**src/sv/sepd_pkg.sv**
```systemverilog
// ----------------------------------------------------------------------------
// sepd_pkg
// Shared constants and types for the start/end delimited frame deframer.
// ----------------------------------------------------------------------------
package sepd_pkg;

  localparam int MAX_LEN   = 32;
  localparam int IDX_W     = $clog2(MAX_LEN);
  localparam int CNT_W     = $clog2(MAX_LEN + 1);
  localparam int ADDR_W    = IDX_W + 1;
  localparam int CFG_IDX_W = 2;

  localparam logic [CFG_IDX_W-1:0] REG_START_BYTE = 2'd0;
  localparam logic [CFG_IDX_W-1:0] REG_END_BYTE   = 2'd1;

  localparam logic [7:0] START_BYTE_RST = 8'h02;
  localparam logic [7:0] END_BYTE_RST   = 8'h03;

  localparam logic [1:0] ST_GOOD  = 2'd0;
  localparam logic [1:0] ST_BAD   = 2'd1;
  localparam logic [1:0] ST_EMPTY = 2'd2;

  typedef struct packed {
    logic              en;
    logic [ADDR_W-1:0] addr;
    logic [7:0]        data;
  } wr_t;

  typedef struct packed {
    logic             bank;
    logic [IDX_W-1:0] n;
    logic [1:0]       status;
  } desc_t;

  typedef struct packed {
    logic valid;
    logic bank;
  } free_t;

endpackage

```
**src/sv/sepd_front.sv**
```systemverilog
// ----------------------------------------------------------------------------
// sepd_front
// Accepts received bytes, tracks frame state and parity, writes payload into
// the current buffer bank and hands a descriptor to the queue on frame close.
// ----------------------------------------------------------------------------
module sepd_front
  import sepd_pkg::*;
(
  input  logic                 clk,
  input  logic                 rst_n,
  input  logic                 cfg_we,
  input  logic [CFG_IDX_W-1:0] cfg_index,
  input  logic [7:0]           cfg_wdata,
  input  logic                 in_tvalid,
  output logic                 in_tready,
  input  logic [7:0]           in_tdata,
  output wr_t                  mem_wr,
  output logic                 push,
  output desc_t                push_desc,
  input  free_t                bank_free
);

  logic [7:0]       start_r, start_nxt;
  logic [7:0]       end_r, end_nxt;
  logic             in_frame_r, in_frame_nxt;
  logic [CNT_W-1:0] cnt_r, cnt_nxt;
  logic [7:0]       par_r, par_nxt;
  logic             bank_r, bank_nxt;
  logic [1:0]       busy_r, busy_nxt;

  logic             accept;
  logic             store;
  logic             close;
  logic [CNT_W-1:0] cnt_inc;
  logic [CNT_W-1:0] n_cnt;
  logic [IDX_W-1:0] n_keep;
  logic [7:0]       par_upd;

  assign in_tready = !busy_r[bank_r];
  assign accept    = in_tvalid && in_tready;
  assign store     = in_frame_r && (in_tdata != end_r);
  assign cnt_inc   = cnt_r + 1'b1;
  assign close     = in_frame_r && (!store || (cnt_inc == CNT_W'(MAX_LEN)));
  assign n_cnt     = store ? cnt_inc : cnt_r;
  assign n_keep    = (n_cnt == '0) ? '0 : IDX_W'(n_cnt - 1'b1);
  assign par_upd   = par_r ^ in_tdata;

  assign mem_wr.en   = accept && store;
  assign mem_wr.addr = {bank_r, cnt_r[IDX_W-1:0]};
  assign mem_wr.data = in_tdata;

  assign push             = accept && close;
  assign push_desc.bank   = bank_r;
  assign push_desc.n      = n_keep;
  assign push_desc.status = (n_keep == '0) ? ST_EMPTY :
                            ((par_upd == 8'h00) ? ST_GOOD : ST_BAD);

  always_comb begin
    start_nxt    = start_r;
    end_nxt      = end_r;
    in_frame_nxt = in_frame_r;
    cnt_nxt      = cnt_r;
    par_nxt      = par_r;
    bank_nxt     = bank_r;
    busy_nxt     = busy_r;
    if (cfg_we) begin
      if (cfg_index == REG_START_BYTE) begin
        start_nxt = cfg_wdata;
      end else if (cfg_index == REG_END_BYTE) begin
        end_nxt = cfg_wdata;
      end
    end
    if (bank_free.valid) begin
      busy_nxt[bank_free.bank] = 1'b0;
    end
    if (accept) begin
      if (!in_frame_r) begin
        if (in_tdata == start_r) begin
          in_frame_nxt = 1'b1;
          cnt_nxt      = '0;
          par_nxt      = start_r;
        end
      end else if (close) begin
        in_frame_nxt     = 1'b0;
        cnt_nxt          = '0;
        par_nxt          = 8'h00;
        bank_nxt         = !bank_r;
        busy_nxt[bank_r] = 1'b1;
      end else begin
        cnt_nxt = n_cnt;
        par_nxt = par_upd;
      end
    end
  end

  always_ff @(posedge clk) begin
    if (!rst_n) begin
      start_r    <= START_BYTE_RST;
      end_r      <= END_BYTE_RST;
      in_frame_r <= 1'b0;
      cnt_r      <= '0;
      par_r      <= 8'h00;
      bank_r     <= 1'b0;
      busy_r     <= 2'b00;
    end else begin
      start_r    <= start_nxt;
      end_r      <= end_nxt;
      in_frame_r <= in_frame_nxt;
      cnt_r      <= cnt_nxt;
      par_r      <= par_nxt;
      bank_r     <= bank_nxt;
      busy_r     <= busy_nxt;
    end
  end

`ifndef NO_ASSERTIONS
  a_free_busy: assert property (@(posedge clk) disable iff (!rst_n)
    bank_free.valid |-> busy_r[bank_free.bank])
    else $error("bank released that was not busy");
  a_push_free: assert property (@(posedge clk) disable iff (!rst_n)
    push |-> !busy_r[bank_r] && in_frame_r)
    else $error("frame closed into a busy bank");
  a_cnt_range: assert property (@(posedge clk) disable iff (!rst_n)
    cnt_r < CNT_W'(MAX_LEN))
    else $error("stored count reached buffer size while open");
  a_idle_cnt: assert property (@(posedge clk) disable iff (!rst_n)
    push |=> cnt_r == '0 && par_r == 8'h00 && !in_frame_r)
    else $error("frame state not cleared after close");
`endif

endmodule

```
**src/sv/sepd_queue.sv**
```systemverilog
// ----------------------------------------------------------------------------
// sepd_queue
// Two-entry descriptor queue between the collecting front and draining back.
// ----------------------------------------------------------------------------
module sepd_queue
  import sepd_pkg::*;
(
  input  logic  clk,
  input  logic  rst_n,
  input  logic  push,
  input  desc_t push_desc,
  input  logic  pop,
  output logic  q_valid,
  output desc_t q_desc
);

  desc_t      q_r [2];
  logic       wr_ptr_r, wr_ptr_nxt;
  logic       rd_ptr_r, rd_ptr_nxt;
  logic [1:0] cnt_r, cnt_nxt;
  logic       do_pop;

  assign q_valid = (cnt_r != 2'd0);
  assign q_desc  = q_r[rd_ptr_r];
  assign do_pop  = pop && q_valid;

  always_comb begin
    wr_ptr_nxt = push ? !wr_ptr_r : wr_ptr_r;
    rd_ptr_nxt = do_pop ? !rd_ptr_r : rd_ptr_r;
    cnt_nxt    = cnt_r + {1'b0, push} - {1'b0, do_pop};
  end

  always_ff @(posedge clk) begin
    if (push) begin
      q_r[wr_ptr_r] <= push_desc;
    end
  end

  always_ff @(posedge clk) begin
    if (!rst_n) begin
      wr_ptr_r <= 1'b0;
      rd_ptr_r <= 1'b0;
      cnt_r    <= 2'd0;
    end else begin
      wr_ptr_r <= wr_ptr_nxt;
      rd_ptr_r <= rd_ptr_nxt;
      cnt_r    <= cnt_nxt;
    end
  end

endmodule

```
**src/sv/sepd_back.sv**
```systemverilog
// ----------------------------------------------------------------------------
// sepd_back
// Holds the two-bank frame buffer and drains closed frames onto the output
// stream through a registered read stage and an output register.
// ----------------------------------------------------------------------------
module sepd_back
  import sepd_pkg::*;
(
  input  logic       clk,
  input  logic       rst_n,
  input  wr_t        mem_wr,
  input  logic       q_valid,
  input  desc_t      q_desc,
  output logic       pop,
  output free_t      bank_free,
  output logic       out_tvalid,
  input  logic       out_tready,
  output logic [7:0] out_tdata,
  output logic       out_tlast,
  output logic [1:0] out_tuser
);

  logic [7:0] mem_r [2**ADDR_W];

  logic             run_r, run_nxt;
  logic             bank_r, bank_nxt;
  logic [IDX_W-1:0] n_r, n_nxt;
  logic [IDX_W-1:0] idx_r, idx_nxt;
  logic [1:0]       status_r, status_nxt;
  logic             s1_valid_r, s1_valid_nxt;
  logic             s1_last_r;
  logic [1:0]       s1_status_r;
  logic [7:0]       rd_data_r;
  logic             out_valid_r, out_valid_nxt;
  logic [7:0]       out_data_r;
  logic             out_last_r;
  logic [1:0]       out_status_r;

  logic s1_move;
  logic s1_free;
  logic issue;
  logic last_issue;

  assign s1_move    = s1_valid_r && (!out_valid_r || out_tready);
  assign s1_free    = !s1_valid_r || s1_move;
  assign issue      = run_r && s1_free;
  assign last_issue = (n_r == '0) || (idx_r == (n_r - 1'b1));
  assign pop        = !run_r && q_valid;

  assign bank_free.valid = issue && last_issue;
  assign bank_free.bank  = bank_r;

  assign out_tvalid = out_valid_r;
  assign out_tdata  = out_data_r;
  assign out_tlast  = out_last_r;
  assign out_tuser  = out_status_r;

  always_comb begin
    run_nxt       = run_r;
    bank_nxt      = bank_r;
    n_nxt         = n_r;
    idx_nxt       = idx_r;
    status_nxt    = status_r;
    s1_valid_nxt  = s1_valid_r;
    out_valid_nxt = out_valid_r;
    if (out_valid_r && out_tready) begin
      out_valid_nxt = 1'b0;
    end
    if (s1_move) begin
      out_valid_nxt = 1'b1;
      s1_valid_nxt  = 1'b0;
    end
    if (issue) begin
      s1_valid_nxt = 1'b1;
      idx_nxt      = idx_r + 1'b1;
      if (last_issue) begin
        run_nxt = 1'b0;
      end
    end
    if (pop) begin
      run_nxt    = 1'b1;
      bank_nxt   = q_desc.bank;
      n_nxt      = q_desc.n;
      status_nxt = q_desc.status;
      idx_nxt    = '0;
    end
  end

  always_ff @(posedge clk) begin
    if (mem_wr.en) begin
      mem_r[mem_wr.addr] <= mem_wr.data;
    end
    if (issue) begin
      rd_data_r <= mem_r[{bank_r, idx_r}];
    end
  end

  always_ff @(posedge clk) begin
    bank_r   <= bank_nxt;
    n_r      <= n_nxt;
    idx_r    <= idx_nxt;
    status_r <= status_nxt;
    if (issue) begin
      s1_last_r   <= last_issue;
      s1_status_r <= status_r;
    end
    if (s1_move) begin
      out_data_r   <= (s1_status_r == ST_EMPTY) ? 8'h00 : rd_data_r;
      out_last_r   <= s1_last_r;
      out_status_r <= s1_status_r;
    end
  end

  always_ff @(posedge clk) begin
    if (!rst_n) begin
      run_r       <= 1'b0;
      s1_valid_r  <= 1'b0;
      out_valid_r <= 1'b0;
    end else begin
      run_r       <= run_nxt;
      s1_valid_r  <= s1_valid_nxt;
      out_valid_r <= out_valid_nxt;
    end
  end

`ifndef NO_ASSERTIONS
  a_empty_form: assert property (@(posedge clk) disable iff (!rst_n)
    out_valid_r && (out_status_r == ST_EMPTY) |-> out_last_r && out_data_r == 8'h00)
    else $error("empty frame result malformed");
  a_empty_len: assert property (@(posedge clk) disable iff (!rst_n)
    run_r && (status_r == ST_EMPTY) |-> n_r == '0)
    else $error("empty status on a frame with payload");
  a_pop_idle: assert property (@(posedge clk) disable iff (!rst_n)
    pop |-> !run_r && q_valid)
    else $error("descriptor taken while draining");
  a_last_ends: assert property (@(posedge clk) disable iff (!rst_n)
    issue && last_issue |=> !run_r || $past(pop))
    else $error("drain continued past last byte");
`endif

endmodule

```
**src/sv/start_end_frame_parity_deframer_core.sv**
```systemverilog
// ----------------------------------------------------------------------------
// start_end_frame_parity_deframer_core
// Start/end delimited frame receiver with XOR parity check.
// ----------------------------------------------------------------------------
// Raw link bytes enter on the in_ stream, one per transfer. A frame opens on
// the start byte and closes on the end byte or when the buffer holds MAX_LEN
// bytes; the last stored byte is the parity byte and is dropped.
// Each closed frame leaves on the out_ stream as one transfer per payload
// byte, with tlast on the final one and the status in tuser on every one.
// An empty frame gives a single transfer with data 0 and status empty.
// Input is accepted at one byte per cycle. A closed frame is drained from one
// buffer bank at one byte per cycle while the receiver is ready, as the next
// frame is collected in the other bank; the input stalls only when the bank
// it would fill is still being drained. With the drain idle, a closed frame
// passes the queue, drain control, read stage and output register. A receiver
// stall holds the output register and backs up the drain; input keeps flowing
// until both banks are full. The user must write start_byte (index 0) and
// end_byte (index 1) on the cfg_ port only while the block is idle; the block
// does not enforce it. Reset (rst_n low, synchronous) returns to idle with
// start_byte 2 and end_byte 3; there is no clearing pass.
// ----------------------------------------------------------------------------
module start_end_frame_parity_deframer_core
  import sepd_pkg::*;
(
  input  logic                 clk,
  input  logic                 rst_n,
  input  logic                 cfg_we,
  input  logic [CFG_IDX_W-1:0] cfg_index,
  input  logic [7:0]           cfg_wdata,
  input  logic                 in_tvalid,
  output logic                 in_tready,
  input  logic [7:0]           in_tdata,   // [7:0] rx_byte
  output logic                 out_tvalid,
  input  logic                 out_tready,
  output logic [7:0]           out_tdata,  // [7:0] payload_byte
  output logic                 out_tlast,
  output logic [1:0]           out_tuser   // [1:0] frame_status
);

  wr_t   mem_wr;
  logic  push;
  desc_t push_desc;
  logic  pop;
  logic  q_valid;
  desc_t q_desc;
  free_t bank_free;

  sepd_front u_front (
    .clk       (clk),
    .rst_n     (rst_n),
    .cfg_we    (cfg_we),
    .cfg_index (cfg_index),
    .cfg_wdata (cfg_wdata),
    .in_tvalid (in_tvalid),
    .in_tready (in_tready),
    .in_tdata  (in_tdata),
    .mem_wr    (mem_wr),
    .push      (push),
    .push_desc (push_desc),
    .bank_free (bank_free)
  );

  sepd_queue u_queue (
    .clk       (clk),
    .rst_n     (rst_n),
    .push      (push),
    .push_desc (push_desc),
    .pop       (pop),
    .q_valid   (q_valid),
    .q_desc    (q_desc)
  );

  sepd_back u_back (
    .clk        (clk),
    .rst_n      (rst_n),
    .mem_wr     (mem_wr),
    .q_valid    (q_valid),
    .q_desc     (q_desc),
    .pop        (pop),
    .bank_free  (bank_free),
    .out_tvalid (out_tvalid),
    .out_tready (out_tready),
    .out_tdata  (out_tdata),
    .out_tlast  (out_tlast),
    .out_tuser  (out_tuser)
  );

endmodule

```
**config.mk**
```make
export PLATFORM = sky130hd
export DESIGN_NAME = start_end_frame_parity_deframer_core
export DESIGN_NICKNAME = d
export VERILOG_FILES = /design/src/sv/sepd_pkg.sv /design/src/sv/sepd_front.sv /design/src/sv/sepd_queue.sv /design/src/sv/sepd_back.sv /design/src/sv/start_end_frame_parity_deframer_core.sv
export SDC_FILE = /design/constraint.sdc
export NUM_CORES = 1
export LEC_CHECK = 0
export BUFFER_PORTS_ARGS = -buffer_cell sky130_fd_sc_hd__buf_4
export CAP_MARGIN = 20
export CORE_MARGIN = 4
export CORE_UTILIZATION = 53
export CTS_BUF_LIST = sky130_fd_sc_hd__clkbuf_2
export DETAILED_ROUTE_END_ITERATION = 6
export GPL_TIMING_DRIVEN = 0
export PLACE_DENSITY = 0.81
export SYNTH_ARGS = -nofsm -noshare
export SYNTH_HDL_FRONTEND = slang
export SYNTH_SLANG_ARGS = --single-unit
```
**constraint.sdc**
```tcl
create_clock -name clk -period 2.8 [get_ports clk]
set_input_delay 0.14 -clock clk [delete_from_list [all_inputs] [get_ports clk]]
set_output_delay 0.14 -clock clk [all_outputs]
set_load 0.03 [all_outputs]
```
==> results.json <==
{
  "cts-buffers-inserted": 145,
  "synth_edf_count": 558,
  "synth_top_area_share_pct": 69.4,
  "clockRootBuffer": "clkbuf_2",
  "first_global_vias": 13530,
  "syn_area_mm2": 0.0241,
  "ioPinCount": 36,
  "synthAdderAreaFrac_pct": 0.259,
  "vias": 13138,
  "hold_class": "input pin to flop",
  "nNetsFinal": 1510,
  "r2r-end": "u_back.rd_data_r[2]",
  "cp_slowest_cell": "mux4_2",
  "synthFlopType": "edfxtp_1",
  "dp.cells": 1849,
  "clock_sinks": 604,
  "grt_pass1_wl_mm": 82.5,
  "yosys.area_share.simple_pct": 4.23,
  "path_cells": "clkbuf_8 > buf_12 > buf_12 > mux4_2 > mux4_2 > mux4_2",
  "cp_max_fo": 10,
  "synth.largest_area_cell": "edfxtp_1",
  "synth_compound_area_share_pct": 2.04,
  "crit_required_ns": 3.59,
  "core_region_area_mm2": 0.0446,
  "met1_length_mm": 20.3,
  "worstHoldStart": "in_tvalid",
  "clock_latency_ns": 1.06,
  "path_depth": 6,
  "h-tree-depth": 4,
  "synthToLayoutAreaGrowth_pct": 16.2,
  "tritoncts": "done",
  "fin_setup_tns_ns": 0,
  "worstReg2RegStart": "u_back.idx_r[0]",
  "start_util_pct": 54.1,
  "vdd_ir_drop_max_mv": 0.391,
  "syn_avg_cell_area_um2": 19.8,
  "min_path_cells": 6,
  "instances_no_fill": 2180,
  "max-clock-path-buffers": 3,
  "grt_overflow_total": 0,
  "yosysWarnings": 0,
  "worst-path-buf-inv": 3,
  "cpLargestDelayFamily": "multiplexers",
  "vias_per_cell": 6.03,
  "clk_pin_slew_ns": 0.12,
  "slowest_delay_ns": 0.58,
  "drv_slew": 0,
  "hold_violations": 0,
  "clock_skew_ns": 0.0781,
  "hold_end": "u_front.par_r[6]",
  "fmax_mhz": 359,
  "rsz0062_at_grt": "false",
  "ys_seq_elements": 604,
  "synth_area_leaders": "edfxtp_1 (69%), mux4_2 (16%), dfxtp_1 (3.8%)",
  "min_period_ns": 2.78,
  "syn_nets": 1248,
  "worst_slew_pin_slew_ns": 1.13,
  "async_flop_share_pct": 0,
  "routed_wirelength_mm": 54.6,
  "r2r_cells": 6,
  "synth_top_family_by_area": "multiplexers",
  "postRouteAntennaNets": 0,
  "yosysSeqAreaShare_pct": 73.3,
  "std_cell_rows": 77,
  "wl_met2_mm": 27.4,
  "cap_violations": 0,
  "wl_per_cell_um": 25.0,
  "setup_violations": 0,
  "synth_commonest_cells": "edfxtp_1 (558), mux4_2 (168), nor2_1 (93), dfxtp_1 (46), clkbuf_1 (38)",
  "layout_setup_ws_ns": 0.0152,
  "initialDrtViolationCount": 1630,
  "cpMostUsedCell": "mux4_2",
  "power_uw": 20300,
  "synth_cell_types": 50,
  "path_class": "flop to flop",
  "grt_usage_pct": 22.3,
  "dr.pass1.iters": 5,
  "gp_congestion": 0.912,
  "endpoint_kind": "flop",
  "die_area_mm2": 0.0490,
  "drc": 0,
  "synth_xor_area_share_pct": 1.63,
  "total_leakage_power_uw": 0.00896,
  "synth_most_common_cell": "edfxtp_1",
  "portBuffers": 35,
  "start_kind": "flop",
  "status": "complete, no violations",
  "wl_met3_mm": 5.35,
  "drive_gt1_share_pct": 37.9,
  "syn_inst": 1220,
  "synth_mux_area_share_pct": 16.9,
  "fin_crit_sh_pct": 99.5,
  "post-place-ws_ns": -0.902,
  "dpl.hpwl_mm": 33.0,
  "rrSetupSlack_ns": 0.02,
  "antenna_found_initial": 4,
  "power_density_mw_per_mm2": 724,
  "die_x_um": 221,
  "top_layer_used": "met5",
  "grt_max_degree": 70,
  "die_y_um": 221,
  "slew_headroom_pct": 24.6,
  "cp.arrival_ns": 3.57
}
## per-stage QoR
stage               cell area [um2]  hold slack, ns  utilization (%)
floorplan                     24100           0.239                -
global placement              25100           0.362             56.4
detailed placement            25200           0.372             56.4
CTS                           27900           0.126             62.6
global route                  28000           0.144             62.8
finish                        28000           0.151             62.8
## layout by cell type (no fill, tap or decap), drive strengths merged, types with 8 or more instances in the layout
master	instances
a21boi	14
a21oi	11
a32oi	8
and2	14
buf	98
clkbuf	242
clkinv	36
dfxtp	46
dlygate4sd3	44
edfxtp	558
inv	25
mux2	8
mux2i	21
mux4	168
nand2	28
nand3	12
nor2	93
nor2b	21
nor4	9
o21ai	17
xnor2	19
xor2	26
## cells by family (layout without fill, tap and decap cells)
group                      count (synthesis)  in the layout
muxes                                    197            197
DFF                                      604            604
AOI/OAI and AO/OA                         72             72
xor gates and xnor gates                  45             45
other                                      0              3
buffers and inverters                     85            450
and+or+nand+nor                          212            212
adders and majority gates                  5              5
## flip-flops by register name (all words and copies together), names as in the netlist, 2 cells and up
register and count:
u_queue.q_r 16, u_back.idx_r 5, u_front.cnt_r 6, u_back.status_r 2
u_back.mem_r 512, u_back.s1_status_r 2, u_front.par_r 8, u_back.n_r 5
u_back.rd_data_r 8, u_front.end_r 8, u_back.out_tuser 2, u_queue.cnt_r 2
u_front.busy_r 2, u_front.start_r 8, u_back.out_tdata 8
## how the worst max path moves through the flow
stage / start / end
after floorplan: u_front.bank_r / u_back.mem_r[42][0]
after global placement: u_back.idx_r[1] / u_back.rd_data_r[7]
after detailed placement: u_back.idx_r[1] / u_back.rd_data_r[2]
after CTS: u_back.idx_r[0] / u_back.rd_data_r[2]
after global routing: u_front.cnt_r[2] / u_back.mem_r[15][1]
final: u_back.idx_r[0] / u_back.rd_data_r[2]
## worst reg2reg max path, delay by kind of cell (launching register included)
family,cells,cell delay [ns]
multiplexers,3,1.65
buffers and inverters,3,0.52
flip-flops,1,0.35
## layout make-up
type                            instances  area [um2]
Clock buffer                          203        1020
Fill cell                            2913       16600
Buffer                                 65         468
Sequential cell                       604       17700
Inverter                               18        67.6
Multi-Input combinational cell        531        6650
Tap cell                              592         741
Timing Repair Buffer                  117        1150
Antenna cell                            3        7.51
Clock inverter                         47         245
## power by group
group          switching (uW)  leakage, uW  internal (uW)
Sequential               90.4      0.00541          10100
Combinational            2270      0.00258           2330
Clock                    3350     0.000974           2140
## layer usage
| layer | up-vias | track usage, % |
|---|---|---|
| li1 | 5573 | - |
| met1 | 6629 | 29.9 |
| met2 | 812 | 36.6 |
| met3 | 122 | 5.14 |
| met4 | 2 | 7.79 |
| met5 | - | 0 |
## what timing repair did
item                                    4_1_cts  5_1_grt
hold buffers                                 44        0
pin swaps                                    14        1
endpoints found under the setup margin      532      343
setup buffers                                31        2
endpoints found under the hold margin       590        0
resized for setup                           192       24
gates cloned                                  0        1
Note: power is estimated with default switching activity, not from simulation.
